File: config.mk
export PLATFORM = sky130hd
export DESIGN_NAME = combination_unrank_and_step_top_flat
export DESIGN_NICKNAME = d
export VERILOG_FILES = /design/src/sv/cus_pkg.sv /design/src/sv/cus_if.sv /design/src/sv/cus_useq.sv /design/src/sv/combination_unrank_and_step_top.sv /design/src/flat_wrapper.sv
export SDC_FILE = /design/constraint.sdc
export NUM_CORES = 1
export LEC_CHECK = 0
export ABC_AREA = 1
export BUFFER_PORTS_ARGS = -buffer_cell sky130_fd_sc_hd__clkbuf_2
export CORE_MARGIN = 2
export CORE_UTILIZATION = 30
export CTS_CLUSTER_DIAMETER = 80
export CTS_CLUSTER_SIZE = 25
export DETAILED_ROUTE_END_ITERATION = 7
export MAX_ROUTING_LAYER = met4
export PLACE_DENSITY = 0.41
export SLEW_MARGIN = 15
export SYNTH_ARGS = -nofsm -noshare
export SYNTH_HDL_FRONTEND = slang
export SYNTH_HIERARCHICAL = 1
export SYNTH_SLANG_ARGS = --single-unit
File: constraint.sdc
create_clock -name clk_i -period 7.2 [get_ports clk_i]
set_clock_uncertainty 0.1 [all_clocks]
set_input_delay 1.08 -clock clk_i [delete_from_list [all_inputs] [get_ports clk_i]]
set_output_delay 1.08 -clock clk_i [all_outputs]
set_load 0.05 [all_outputs]
File: src/sv/cus_pkg.sv
package cus_pkg;

  localparam int unsigned RANK_W    = 24;
  localparam int unsigned N_W       = 6;
  localparam int unsigned K_W       = 4;
  localparam int unsigned ELEM_W    = 5;
  localparam int unsigned POS_W     = 3;
  localparam int unsigned ST_W      = 3;
  localparam int unsigned CFG_W     = 6;
  localparam int unsigned CFG_IDX_W = 1;
  localparam int unsigned PC_W      = 5;

  localparam logic [CFG_IDX_W-1:0] REG_SET_SIZE   = 1'd0;
  localparam logic [CFG_IDX_W-1:0] REG_PICK_COUNT = 1'd1;

  localparam logic [N_W-1:0] SET_SIZE_RST   = 6'd16;
  localparam logic [K_W-1:0] PICK_COUNT_RST = 4'd8;

  typedef enum logic [ST_W-1:0] {
    ST_OK    = 3'd0,
    ST_RANGE = 3'd1,
    ST_KGTN  = 3'd2,
    ST_DONE  = 3'd3,
    ST_EMPTY = 3'd4
  } cus_status_e;

  typedef enum logic [3:0] {
    ACT_NONE,
    ACT_LATCH,
    ACT_UNR_INIT,
    ACT_WALK,
    ACT_SET_LOADED,
    ACT_CLR_I,
    ACT_EMIT,
    ACT_ADV_INIT,
    ACT_DEC_I,
    ACT_BUMP,
    ACT_FILL,
    ACT_SET_ST,
    ACT_EMIT_ERR
  } cus_act_e;

  typedef enum logic [3:0] {
    CND_NEVER,
    CND_ALWAYS,
    CND_NO_INPUT,
    CND_IS_ADV,
    CND_KGTN,
    CND_WALK_BAD,
    CND_WALK_MORE,
    CND_EMIT_LOOP,
    CND_NOT_LOADED,
    CND_I_ZERO,
    CND_CUR_AT_MAX,
    CND_I_EQ_K,
    CND_OUT_BUSY
  } cus_cond_e;

  typedef struct packed {
    cus_act_e        act;
    cus_cond_e       cond;
    logic [PC_W-1:0] target;
    cus_status_e     st;
  } cus_cw_t;

  typedef struct packed {
    logic no_input;
    logic is_adv;
    logic kgtn;
    logic walk_bad;
    logic walk_more;
    logic emit_loop;
    logic not_loaded;
    logic i_zero;
    logic cur_at_max;
    logic i_eq_k;
    logic out_busy;
  } cus_flags_t;

  // microcode addresses
  localparam logic [PC_W-1:0] PC_FETCH     = 5'd0;
  localparam logic [PC_W-1:0] PC_DISPATCH  = 5'd1;
  localparam logic [PC_W-1:0] PC_U_KGTN    = 5'd2;
  localparam logic [PC_W-1:0] PC_U_INIT    = 5'd3;
  localparam logic [PC_W-1:0] PC_U_WALK    = 5'd4;
  localparam logic [PC_W-1:0] PC_U_MORE    = 5'd5;
  localparam logic [PC_W-1:0] PC_U_DONE    = 5'd6;
  localparam logic [PC_W-1:0] PC_EMIT_INIT = 5'd7;
  localparam logic [PC_W-1:0] PC_EMIT      = 5'd8;
  localparam logic [PC_W-1:0] PC_EMIT_RET  = 5'd9;
  localparam logic [PC_W-1:0] PC_A_LOADED  = 5'd10;
  localparam logic [PC_W-1:0] PC_A_KGTN    = 5'd11;
  localparam logic [PC_W-1:0] PC_A_INIT    = 5'd12;
  localparam logic [PC_W-1:0] PC_A_SCAN    = 5'd13;
  localparam logic [PC_W-1:0] PC_A_DEC     = 5'd14;
  localparam logic [PC_W-1:0] PC_A_TEST    = 5'd15;
  localparam logic [PC_W-1:0] PC_A_BUMP    = 5'd16;
  localparam logic [PC_W-1:0] PC_A_CHECK   = 5'd17;
  localparam logic [PC_W-1:0] PC_A_FILL    = 5'd18;
  localparam logic [PC_W-1:0] PC_E_RANGE   = 5'd19;
  localparam logic [PC_W-1:0] PC_E_KGTN    = 5'd20;
  localparam logic [PC_W-1:0] PC_E_DONE    = 5'd21;
  localparam logic [PC_W-1:0] PC_E_EMPTY   = 5'd22;
  localparam logic [PC_W-1:0] PC_E_EMIT    = 5'd23;
  localparam logic [PC_W-1:0] PC_E_RET     = 5'd24;

  function automatic cus_cw_t ucode(logic [PC_W-1:0] pc);
    cus_cw_t cw;
    unique case (pc)
      PC_FETCH:     cw = '{ACT_LATCH,      CND_NO_INPUT,   PC_FETCH,     ST_OK};
      PC_DISPATCH:  cw = '{ACT_NONE,       CND_IS_ADV,     PC_A_LOADED,  ST_OK};
      PC_U_KGTN:    cw = '{ACT_NONE,       CND_KGTN,       PC_E_KGTN,    ST_OK};
      PC_U_INIT:    cw = '{ACT_UNR_INIT,   CND_NEVER,      PC_FETCH,     ST_OK};
      PC_U_WALK:    cw = '{ACT_WALK,       CND_WALK_BAD,   PC_E_RANGE,   ST_OK};
      PC_U_MORE:    cw = '{ACT_NONE,       CND_WALK_MORE,  PC_U_WALK,    ST_OK};
      PC_U_DONE:    cw = '{ACT_SET_LOADED, CND_NEVER,      PC_FETCH,     ST_OK};
      PC_EMIT_INIT: cw = '{ACT_CLR_I,      CND_NEVER,      PC_FETCH,     ST_OK};
      PC_EMIT:      cw = '{ACT_EMIT,       CND_EMIT_LOOP,  PC_EMIT,      ST_OK};
      PC_EMIT_RET:  cw = '{ACT_NONE,       CND_ALWAYS,     PC_FETCH,     ST_OK};
      PC_A_LOADED:  cw = '{ACT_NONE,       CND_NOT_LOADED, PC_E_EMPTY,   ST_OK};
      PC_A_KGTN:    cw = '{ACT_NONE,       CND_KGTN,       PC_E_KGTN,    ST_OK};
      PC_A_INIT:    cw = '{ACT_ADV_INIT,   CND_NEVER,      PC_FETCH,     ST_OK};
      PC_A_SCAN:    cw = '{ACT_NONE,       CND_I_ZERO,     PC_E_DONE,    ST_OK};
      PC_A_DEC:     cw = '{ACT_DEC_I,      CND_NEVER,      PC_FETCH,     ST_OK};
      PC_A_TEST:    cw = '{ACT_NONE,       CND_CUR_AT_MAX, PC_A_SCAN,    ST_OK};
      PC_A_BUMP:    cw = '{ACT_BUMP,       CND_NEVER,      PC_FETCH,     ST_OK};
      PC_A_CHECK:   cw = '{ACT_NONE,       CND_I_EQ_K,     PC_EMIT_INIT, ST_OK};
      PC_A_FILL:    cw = '{ACT_FILL,       CND_ALWAYS,     PC_A_CHECK,   ST_OK};
      PC_E_RANGE:   cw = '{ACT_SET_ST,     CND_ALWAYS,     PC_E_EMIT,    ST_RANGE};
      PC_E_KGTN:    cw = '{ACT_SET_ST,     CND_ALWAYS,     PC_E_EMIT,    ST_KGTN};
      PC_E_DONE:    cw = '{ACT_SET_ST,     CND_ALWAYS,     PC_E_EMIT,    ST_DONE};
      PC_E_EMPTY:   cw = '{ACT_SET_ST,     CND_NEVER,      PC_FETCH,     ST_EMPTY};
      PC_E_EMIT:    cw = '{ACT_EMIT_ERR,   CND_OUT_BUSY,   PC_E_EMIT,    ST_OK};
      PC_E_RET:     cw = '{ACT_NONE,       CND_ALWAYS,     PC_FETCH,     ST_OK};
      default:      cw = '{ACT_NONE,       CND_ALWAYS,     PC_FETCH,     ST_OK};
    endcase
    return cw;
  endfunction

  // pascal triangle, evaluated at elaboration only
  function automatic int unsigned binom(int unsigned a, int unsigned b);
    int unsigned row [9];
    int          r;
    int          j;
    for (j = 0; j < 9; j++) row[j] = (j == 0) ? 1 : 0;
    for (r = 1; r <= int'(a); r++) begin
      for (j = 8; j >= 1; j--) row[j] = row[j] + row[j-1];
    end
    return (b <= 8) ? row[b] : 0;
  endfunction

endpackage

File: src/sv/cus_if.sv
interface cus_in_if
  import cus_pkg::*;
();
  logic              valid;
  logic              ready;
  logic              command;
  logic [RANK_W-1:0] rank_index;

  modport source (output valid, output command, output rank_index, input ready);
  modport sink   (input valid, input command, input rank_index, output ready);
endinterface

interface cus_out_if
  import cus_pkg::*;
();
  logic              valid;
  logic              ready;
  logic [ELEM_W-1:0] element;
  logic [POS_W-1:0]  position;
  logic              is_last;
  logic [ST_W-1:0]   status;

  modport source (output valid, output element, output position, output is_last,
                  output status, input ready);
  modport sink   (input valid, input element, input position, input is_last,
                  input status, output ready);
endinterface

File: src/sv/cus_useq.sv
module cus_useq
  import cus_pkg::*;
(
  input  logic       clk_i,
  input  logic       rst_ni,
  input  cus_flags_t flags_i,
  output cus_cw_t    cw_o
);

  logic [PC_W-1:0] pc_q;
  logic [PC_W-1:0] pc_d;
  logic            jump;

  assign cw_o = ucode(pc_q);

  always_comb begin
    unique case (cw_o.cond)
      CND_NEVER:      jump = 1'b0;
      CND_ALWAYS:     jump = 1'b1;
      CND_NO_INPUT:   jump = flags_i.no_input;
      CND_IS_ADV:     jump = flags_i.is_adv;
      CND_KGTN:       jump = flags_i.kgtn;
      CND_WALK_BAD:   jump = flags_i.walk_bad;
      CND_WALK_MORE:  jump = flags_i.walk_more;
      CND_EMIT_LOOP:  jump = flags_i.emit_loop;
      CND_NOT_LOADED: jump = flags_i.not_loaded;
      CND_I_ZERO:     jump = flags_i.i_zero;
      CND_CUR_AT_MAX: jump = flags_i.cur_at_max;
      CND_I_EQ_K:     jump = flags_i.i_eq_k;
      CND_OUT_BUSY:   jump = flags_i.out_busy;
      default:        jump = 1'b1;
    endcase
    pc_d = jump ? cw_o.target : pc_q + PC_W'(1);
  end

  always_ff @(posedge clk_i or negedge rst_ni) begin
    if (!rst_ni) begin
      pc_q <= PC_FETCH;
    end else begin
      pc_q <= pc_d;
    end
  end

endmodule

File: src/sv/combination_unrank_and_step_top.sv
// unrank: walks the candidates one at a time, taking or skipping each, then emits the k elements
// advance: scans back for a position below its maximum, bumps it, refills those after it, emits k
// errors: one result with the status, is_last set, element and position zero; emits wait out stalls
// one command at a time, the next is taken back at the fetch step
// each candidate passes the walk and more steps of the microcode loop, with one binomial lookup
// reset: sequencer at fetch, n = 16, k = 8, nothing loaded, output empty; no clearing pass
module combination_unrank_and_step_top
  import cus_pkg::*;
#(
  parameter int unsigned MAX_SET_SIZE = 32,
  parameter int unsigned MAX_PICKS    = 8
) (
  input  logic                 clk_i,
  input  logic                 rst_ni,
  input  logic                 cfg_we_i,
  input  logic [CFG_IDX_W-1:0] cfg_idx_i,
  input  logic [CFG_W-1:0]     cfg_data_i,
  cus_in_if.sink               in_i,
  cus_out_if.source            out_o
);

  localparam int unsigned I_W    = $clog2(MAX_PICKS + 1);
  localparam int unsigned PIDX_W = (MAX_PICKS > 1) ? $clog2(MAX_PICKS) : 1;
  localparam int unsigned AW     = $clog2(MAX_SET_SIZE);
  localparam logic [N_W-1:0] NMax = N_W'(MAX_SET_SIZE);
  localparam logic [K_W-1:0] KMax = K_W'(MAX_PICKS);

  cus_cw_t    cw;
  cus_flags_t flags;

  logic [N_W-1:0]    set_size_q;
  logic [K_W-1:0]    pick_count_q;
  logic              loaded_q;
  logic              out_valid_q;

  logic              cmd_q;
  logic [RANK_W-1:0] idx_q;
  logic [N_W-1:0]    c_q;
  logic [I_W-1:0]    i_q;
  logic [ELEM_W-1:0] prev_q;
  cus_status_e       st_q;
  logic [ELEM_W-1:0] cur_q [MAX_PICKS];

  logic [ELEM_W-1:0] elem_q;
  logic [POS_W-1:0]  pos_q;
  logic              last_q;
  cus_status_e       ost_q;

  logic [RANK_W-1:0] binom_tbl [MAX_SET_SIZE][MAX_PICKS];

  logic [N_W-1:0]    n_eff;
  logic [K_W-1:0]    k_eff;
  logic [N_W-1:0]    k_n;
  logic [N_W-1:0]    i_n;
  logic [K_W-1:0]    i_k;
  logic [PIDX_W-1:0] pidx;
  logic [ELEM_W-1:0] cur_rd;
  logic [N_W-1:0]    tbl_a;
  logic [K_W-1:0]    tbl_b;
  logic [RANK_W-1:0] cnt;
  logic              take;
  logic              out_busy;

  for (genvar ga = 0; ga < MAX_SET_SIZE; ga++) begin : g_row
    for (genvar gb = 0; gb < MAX_PICKS; gb++) begin : g_col
      assign binom_tbl[ga][gb] = RANK_W'(binom(ga, gb));
    end
  end

  cus_useq u_useq (
    .clk_i   (clk_i),
    .rst_ni  (rst_ni),
    .flags_i (flags),
    .cw_o    (cw)
  );

  always_comb begin
    n_eff = (set_size_q > NMax) ? NMax : set_size_q;
    if (pick_count_q == '0) begin
      k_eff = K_W'(1);
    end else if (pick_count_q > KMax) begin
      k_eff = KMax;
    end else begin
      k_eff = pick_count_q;
    end
    k_n    = N_W'(k_eff);
    i_n    = N_W'(i_q);
    i_k    = K_W'(i_q);
    pidx   = i_q[PIDX_W-1:0];
    cur_rd = cur_q[pidx];
    // combinations that start with candidate c at position i
    tbl_a  = n_eff - N_W'(1) - c_q;
    tbl_b  = k_eff - K_W'(1) - i_k;
    cnt    = binom_tbl[tbl_a[AW-1:0]][tbl_b[PIDX_W-1:0]];
    take   = idx_q < cnt;
    out_busy = out_valid_q && !out_o.ready;

    flags.no_input   = !in_i.valid;
    flags.is_adv     = cmd_q;
    flags.kgtn       = k_n > n_eff;
    // candidates ran out while the index still remains
    flags.walk_bad   = !take && ((cnt == '0) || ((c_q + N_W'(1)) >= n_eff));
    flags.walk_more  = i_k != k_eff;
    flags.emit_loop  = out_busy || ((i_k + K_W'(1)) != k_eff);
    flags.not_loaded = !loaded_q;
    flags.i_zero     = i_q == '0;
    flags.cur_at_max = N_W'(cur_rd) >= (n_eff - k_n + i_n);
    flags.i_eq_k     = i_k == k_eff;
    flags.out_busy   = out_busy;
  end

  assign in_i.ready     = cw.act == ACT_LATCH;
  assign out_o.valid    = out_valid_q;
  assign out_o.element  = elem_q;
  assign out_o.position = pos_q;
  assign out_o.is_last  = last_q;
  assign out_o.status   = ost_q;

  always_ff @(posedge clk_i or negedge rst_ni) begin
    if (!rst_ni) begin
      set_size_q   <= SET_SIZE_RST;
      pick_count_q <= PICK_COUNT_RST;
      loaded_q     <= 1'b0;
      out_valid_q  <= 1'b0;
    end else begin
      if (cfg_we_i) begin
        unique case (cfg_idx_i)
          REG_SET_SIZE:   set_size_q   <= cfg_data_i[N_W-1:0];
          REG_PICK_COUNT: pick_count_q <= cfg_data_i[K_W-1:0];
          default: ;
        endcase
        loaded_q <= 1'b0;
      end else if (cw.act == ACT_SET_LOADED) begin
        loaded_q <= 1'b1;
      end
      if ((cw.act == ACT_EMIT || cw.act == ACT_EMIT_ERR) && !out_busy) begin
        out_valid_q <= 1'b1;
      end else if (out_o.ready) begin
        out_valid_q <= 1'b0;
      end
    end
  end

  always_ff @(posedge clk_i) begin
    unique case (cw.act)
      ACT_LATCH: begin
        if (in_i.valid) begin
          cmd_q <= in_i.command;
          idx_q <= in_i.rank_index;
        end
      end
      ACT_UNR_INIT: begin
        c_q <= '0;
        i_q <= '0;
      end
      ACT_WALK: begin
        c_q <= c_q + N_W'(1);
        if (take) begin
          cur_q[pidx] <= ELEM_W'(c_q);
          i_q         <= i_q + I_W'(1);
        end else begin
          idx_q <= idx_q - cnt;
        end
      end
      ACT_CLR_I: i_q <= '0;
      ACT_EMIT: begin
        if (!out_busy) begin
          elem_q <= cur_rd;
          pos_q  <= POS_W'(i_q);
          last_q <= (i_k + K_W'(1)) == k_eff;
          ost_q  <= ST_OK;
          i_q    <= i_q + I_W'(1);
        end
      end
      ACT_ADV_INIT: i_q <= I_W'(k_eff);
      ACT_DEC_I:    i_q <= i_q - I_W'(1);
      ACT_BUMP: begin
        cur_q[pidx] <= cur_rd + ELEM_W'(1);
        prev_q      <= cur_rd + ELEM_W'(1);
        i_q         <= i_q + I_W'(1);
      end
      ACT_FILL: begin
        cur_q[pidx] <= prev_q + ELEM_W'(1);
        prev_q      <= prev_q + ELEM_W'(1);
        i_q         <= i_q + I_W'(1);
      end
      ACT_SET_ST: st_q <= cw.st;
      ACT_EMIT_ERR: begin
        if (!out_busy) begin
          elem_q <= '0;
          pos_q  <= '0;
          last_q <= 1'b1;
          ost_q  <= st_q;
        end
      end
      default: ;
    endcase
  end

endmodule

File: src/flat_wrapper.sv
// flat-port wrapper written by rule: the top's interface ports become plain ports
module combination_unrank_and_step_top_flat import cus_pkg::*;
#(
  parameter int unsigned MAX_SET_SIZE = 32,
  parameter int unsigned MAX_PICKS    = 8
)
  (clk_i, rst_ni, cfg_we_i, cfg_idx_i, cfg_data_i, in_i_valid, in_i_command, in_i_rank_index, in_i_ready, out_o_valid, out_o_element, out_o_position, out_o_is_last, out_o_status, out_o_ready);
  cus_in_if in_i_i ();
  cus_out_if out_o_i ();
  input  logic clk_i;
  input  logic rst_ni;
  input  logic cfg_we_i;
  input  logic [CFG_IDX_W-1:0] cfg_idx_i;
  input  logic [CFG_W-1:0] cfg_data_i;
  input wire logic [$bits(in_i_i.valid)-1:0] in_i_valid;
  input wire logic [$bits(in_i_i.command)-1:0] in_i_command;
  input wire logic [$bits(in_i_i.rank_index)-1:0] in_i_rank_index;
  output wire logic [$bits(in_i_i.ready)-1:0] in_i_ready;
  output wire logic [$bits(out_o_i.valid)-1:0] out_o_valid;
  output wire logic [$bits(out_o_i.element)-1:0] out_o_element;
  output wire logic [$bits(out_o_i.position)-1:0] out_o_position;
  output wire logic [$bits(out_o_i.is_last)-1:0] out_o_is_last;
  output wire logic [$bits(out_o_i.status)-1:0] out_o_status;
  input wire logic [$bits(out_o_i.ready)-1:0] out_o_ready;
  assign in_i_i.valid = in_i_valid;
  assign in_i_i.command = in_i_command;
  assign in_i_i.rank_index = in_i_rank_index;
  assign in_i_ready = in_i_i.ready;
  assign out_o_valid = out_o_i.valid;
  assign out_o_element = out_o_i.element;
  assign out_o_position = out_o_i.position;
  assign out_o_is_last = out_o_i.is_last;
  assign out_o_status = out_o_i.status;
  assign out_o_i.ready = out_o_ready;
  combination_unrank_and_step_top #(.MAX_SET_SIZE(MAX_SET_SIZE), .MAX_PICKS(MAX_PICKS)) u_core (.clk_i(clk_i), .rst_ni(rst_ni), .cfg_we_i(cfg_we_i), .cfg_idx_i(cfg_idx_i), .cfg_data_i(cfg_data_i), .in_i(in_i_i), .out_o(out_o_i));
endmodule
==> metrics <==
startpoint class of the critical path flop; worst min-delay path startpoint u_core/pick_count_q[1]; register cell area after layout 3340 sq um; Inserted Clock Buffers 17; largest cells by area after synthesis sky130_fd_sc_hd__edfxtp_1 26%, sky130_fd_sc_hd__nand2_1 14%, sky130_fd_sc_hd__nand3_1 11%, sky130_fd_sc_hd__ha_1 8.8%, sky130_fd_sc_hd__nor2_1 6.2%; number of unique standard cell types used by synthesis 61; Post-CTS Hold Buffers 0; largest net degree at the start of global routing 42; total die area 38000 sq um; metal2 WL 16.5 mm; prevailing post-synth register cell sky130_fd_sc_hd__edfxtp_1; min-delay worst type reg2reg; Synth Area in Compound Gates 0.119; hold-critical path endpoint u_core/pick_count_q[1]; flops & latches, synth 115; Layout Area Growth over Synthesis 13.5%; count of fill cells added during filler insertion 3950; fraction of synthesized cell area taken by the top area cell type 0.261; Post-Synth XOR/XNOR Area 0.0176; Most Frequent Cell on Critical Path sky130_fd_sc_hd__nand3_1; final number of max-transition violations 0; terminus of the critical flop-to-flop path u_core/cur_q[4][2]; flop2flop setup slack slightly above 0.6 ns; clock-pin slew on the worst setup and hold paths 0.06 ns; combined area of the multi-input logic cells roughly 6700 sq um; setup repair after global routing missed its margin false; async set-or-reset flop fraction in the synthesized netlist 0.148; adder and majority gate portion of the synthesized area 0.0991; arrival time at the worst endpoint 6.65 ns; final number of setup-violating endpoints 0; Layout Nets 1756; Mapped Cells 1577; first-pass GRT wire length 62.1 mm; wire length the detailed router placed on met1 between 15 and 20 mm; DP Wirelength 30.7 mm; CTS Root Cell sky130_fd_sc_hd__clkbuf_16; WL per Instance 18.9 um; transition time at the pin with the least slew margin around 0.95 ns; result of the run finished, final reports clean; starting density of the core 0.306; Placer Congestion about 1.0; largest family of logic cells by synthesized area simple AND/OR/NAND/NOR gates; number of remaining DRC errors 0; proportion of synthesized chip area in sequential cells 0.306; area of the core region 35700 sq um; Vert. Die Dim 195 um; CTS tree done; Synth Area per Inst 6.93 sq um; Row Count 69; first-pass iteration count of the detailed router 6; required time reported for the critical path endpoint 7.26 ns; postcts setup bufs 0; number of cells on the worst hold path 2; DRC marker count from the first detailed-route iteration 1050; global router's overall resource usage 0.218; overflow left after global routing 0; element type at the critical path end flop; hold violation count in the final report 0; Slowest cell on crit path sky130_fd_sc_hd__fa_1; H-Tree Level Count 4; depth of the worst register-to-register path 32; Sinks on Clock Net 115; Detail Route Antenna Nets 0; peak per-stage delay on the critical path around 0.60 ns; crit path time final 6.59 ns; number of synthesized flops with an enable pin 95; total length of routed met3 wires between 3 and 4 mm; worst setup path category reg2reg; Total Neg Setup Slack 0 ns; mux share of post-synthesis cell area 0; post-synthesis instance area 10900 sq um; count of synthesis-stage warnings from yosys 6; launching point of the worst reg2reg path u_core/set_size_q[2]; count of boundary I/O pins 51; biggest fanout along the worst timing path 10; area leader, netlist sky130_fd_sc_hd__edfxtp_1; maximum root-to-sink buffer count 2; Achievable Freq 152 MHz; share of post-route cells with drive strength above 1 0.130; via count of the routed design 10998; Post-Synth Simple-Gate Area 0.371; Relative slew margins 0.364; average via count per standard cell 5.21; Antenna diodes 0; IO buf count 50; latest clock arrival within the worst-skew pair 0.45 ns; count of max-cap constraint violations 0; number of antenna violations at the first check in global routing 0; width of the die 195 um; post-synth net total 1697; top routing layer used met4; number of global-route vias before repair 10551; detailed-route wire length 39.9 mm; final worst path period share 0.915
==> worst max path at each step <==
stage	start	end	slack [ns]	cells past startpoint
after floorplan	u_core/set_size_q[2]	u_core/idx_q[0]	0.84	31
after global placement	u_core/set_size_q[2]	u_core/cur_q[4][1]	0.38	32
after detailed placement	u_core/set_size_q[2]	u_core/cur_q[3][1]	0.26	31
after CTS	u_core/set_size_q[2]	u_core/cur_q[3][3]	0.26	31
after global routing	u_core/set_size_q[2]	u_core/cur_q[4][2]	0.04	34
final	u_core/set_size_q[2]	u_core/cur_q[4][2]	0.61	32
==> synthesized netlist by cell type, drive strengths merged (2+ instances only) <==
cell type	count
clkbuf	26
a31oi	4
ha	77
xnor2	8
or2	15
a21oi	55
o32ai	11
buf	30
nand2	422
nand4	14
dfxtp	3
nor2	196
nor4	4
nand3	244
clkinv	5
dfrtp	15
edfxtp	95
o21ai	103
a31o	2
nand3b	3
nor3	8
inv	170
o22ai	5
o31ai	3
o221ai	3
o21bai	3
a21boi	4
o211ai	9
dfstp	2
a21o	4
xor2	14
o21a	9
fa	6
==> placed cells by master, fill, tap and decap left out, types with 46 or more instances in the layout <==
master                     synthesis  routed
sky130_fd_sc_hd__o21ai_0          91      89
sky130_fd_sc_hd__nor2_1          180     175
sky130_fd_sc_hd__ha_1             77      77
sky130_fd_sc_hd__inv_1           164     164
sky130_fd_sc_hd__nand2_1         399     398
sky130_fd_sc_hd__a21oi_1          53      53
sky130_fd_sc_hd__edfxtp_1         95      95
sky130_fd_sc_hd__nand3_1         233     233
sky130_fd_sc_hd__buf_4             5      46
sky130_fd_sc_hd__clkbuf_2          1      50
==> registers in the layout, indices dropped and copies added, names as in the netlist, 5 cells and up, named ones only <==
| name | cells |
|---|---|
| u_core/prev_q | 5 |
| u_core/c_q | 6 |
| u_core/out_o.element | 5 |
| u_core/idx_q | 24 |
| u_core/cur_q | 40 |
| u_core/u_useq/pc_q | 5 |
| u_core/set_size_q | 6 |
==> logic make-up after synthesis <==
| logic type | Yosys count |
|---|---|
| simple gates | 906 |
| xor+xnor | 22 |
| buf+inv | 231 |
| flops | 115 |
| fa+ha+maj | 83 |
| compound gates | 220 |
==> through the flow <==
stage	instance area [sq um]	cells	hold WS [ns]	utilization	setup WS, ns
floorplan	10900	1577	0.353	-	0.842
global placement	11800	2078	0.378	0.330	0.376
detailed placement	11800	2078	0.376	0.330	0.262
CTS	12400	2110	0.391	0.347	0.260
global route	12400	2110	0.412	0.347	0.0359
finish	12400	2110	0.390	0.347	0.609
==> layer usage <==
layer | track usage | vias to the layer above
met5 | - | -
met4 | 0.0718 | 0
met3 | 0.0512 | 88
met2 | 0.308 | 430
met1 | 0.305 | 5093
li1 | - | 5387
==> critical path, delay by kind of cell (launching register included) <==
family / cells / cell delay (ns)
AND/OR/NAND/NOR: 12 / 1.76
AO/OA/AOI/OAI: 9 / 1.62
adder cells (fa/ha/maj): 4 / 1.55
buffers and inverters: 7 / 0.84
flip-flops: 1 / 0.44
==> what timing repair did <==
item / CTS / global route
endpoints found under the setup margin: 0 / 65
gates resized for setup: 0 / 8
endpoints found under the hold margin: 0 / 0
==> cell type report <==
type | count | area share
Multi-Input combinational cell | 1231 | 0.536
Timing Repair Buffer | 96 | 0.0480
Inverter | 175 | 0.0532
Sequential cell | 115 | 0.269
Clock buffer | 17 | 0.0343
Clock inverter | 15 | 0.0126
Tap cell | 461 | 0.0465
Power is left out: the tool's default activity adds up to more than one toggle a clock period on the data nets, which glitch-free logic cannot reach.
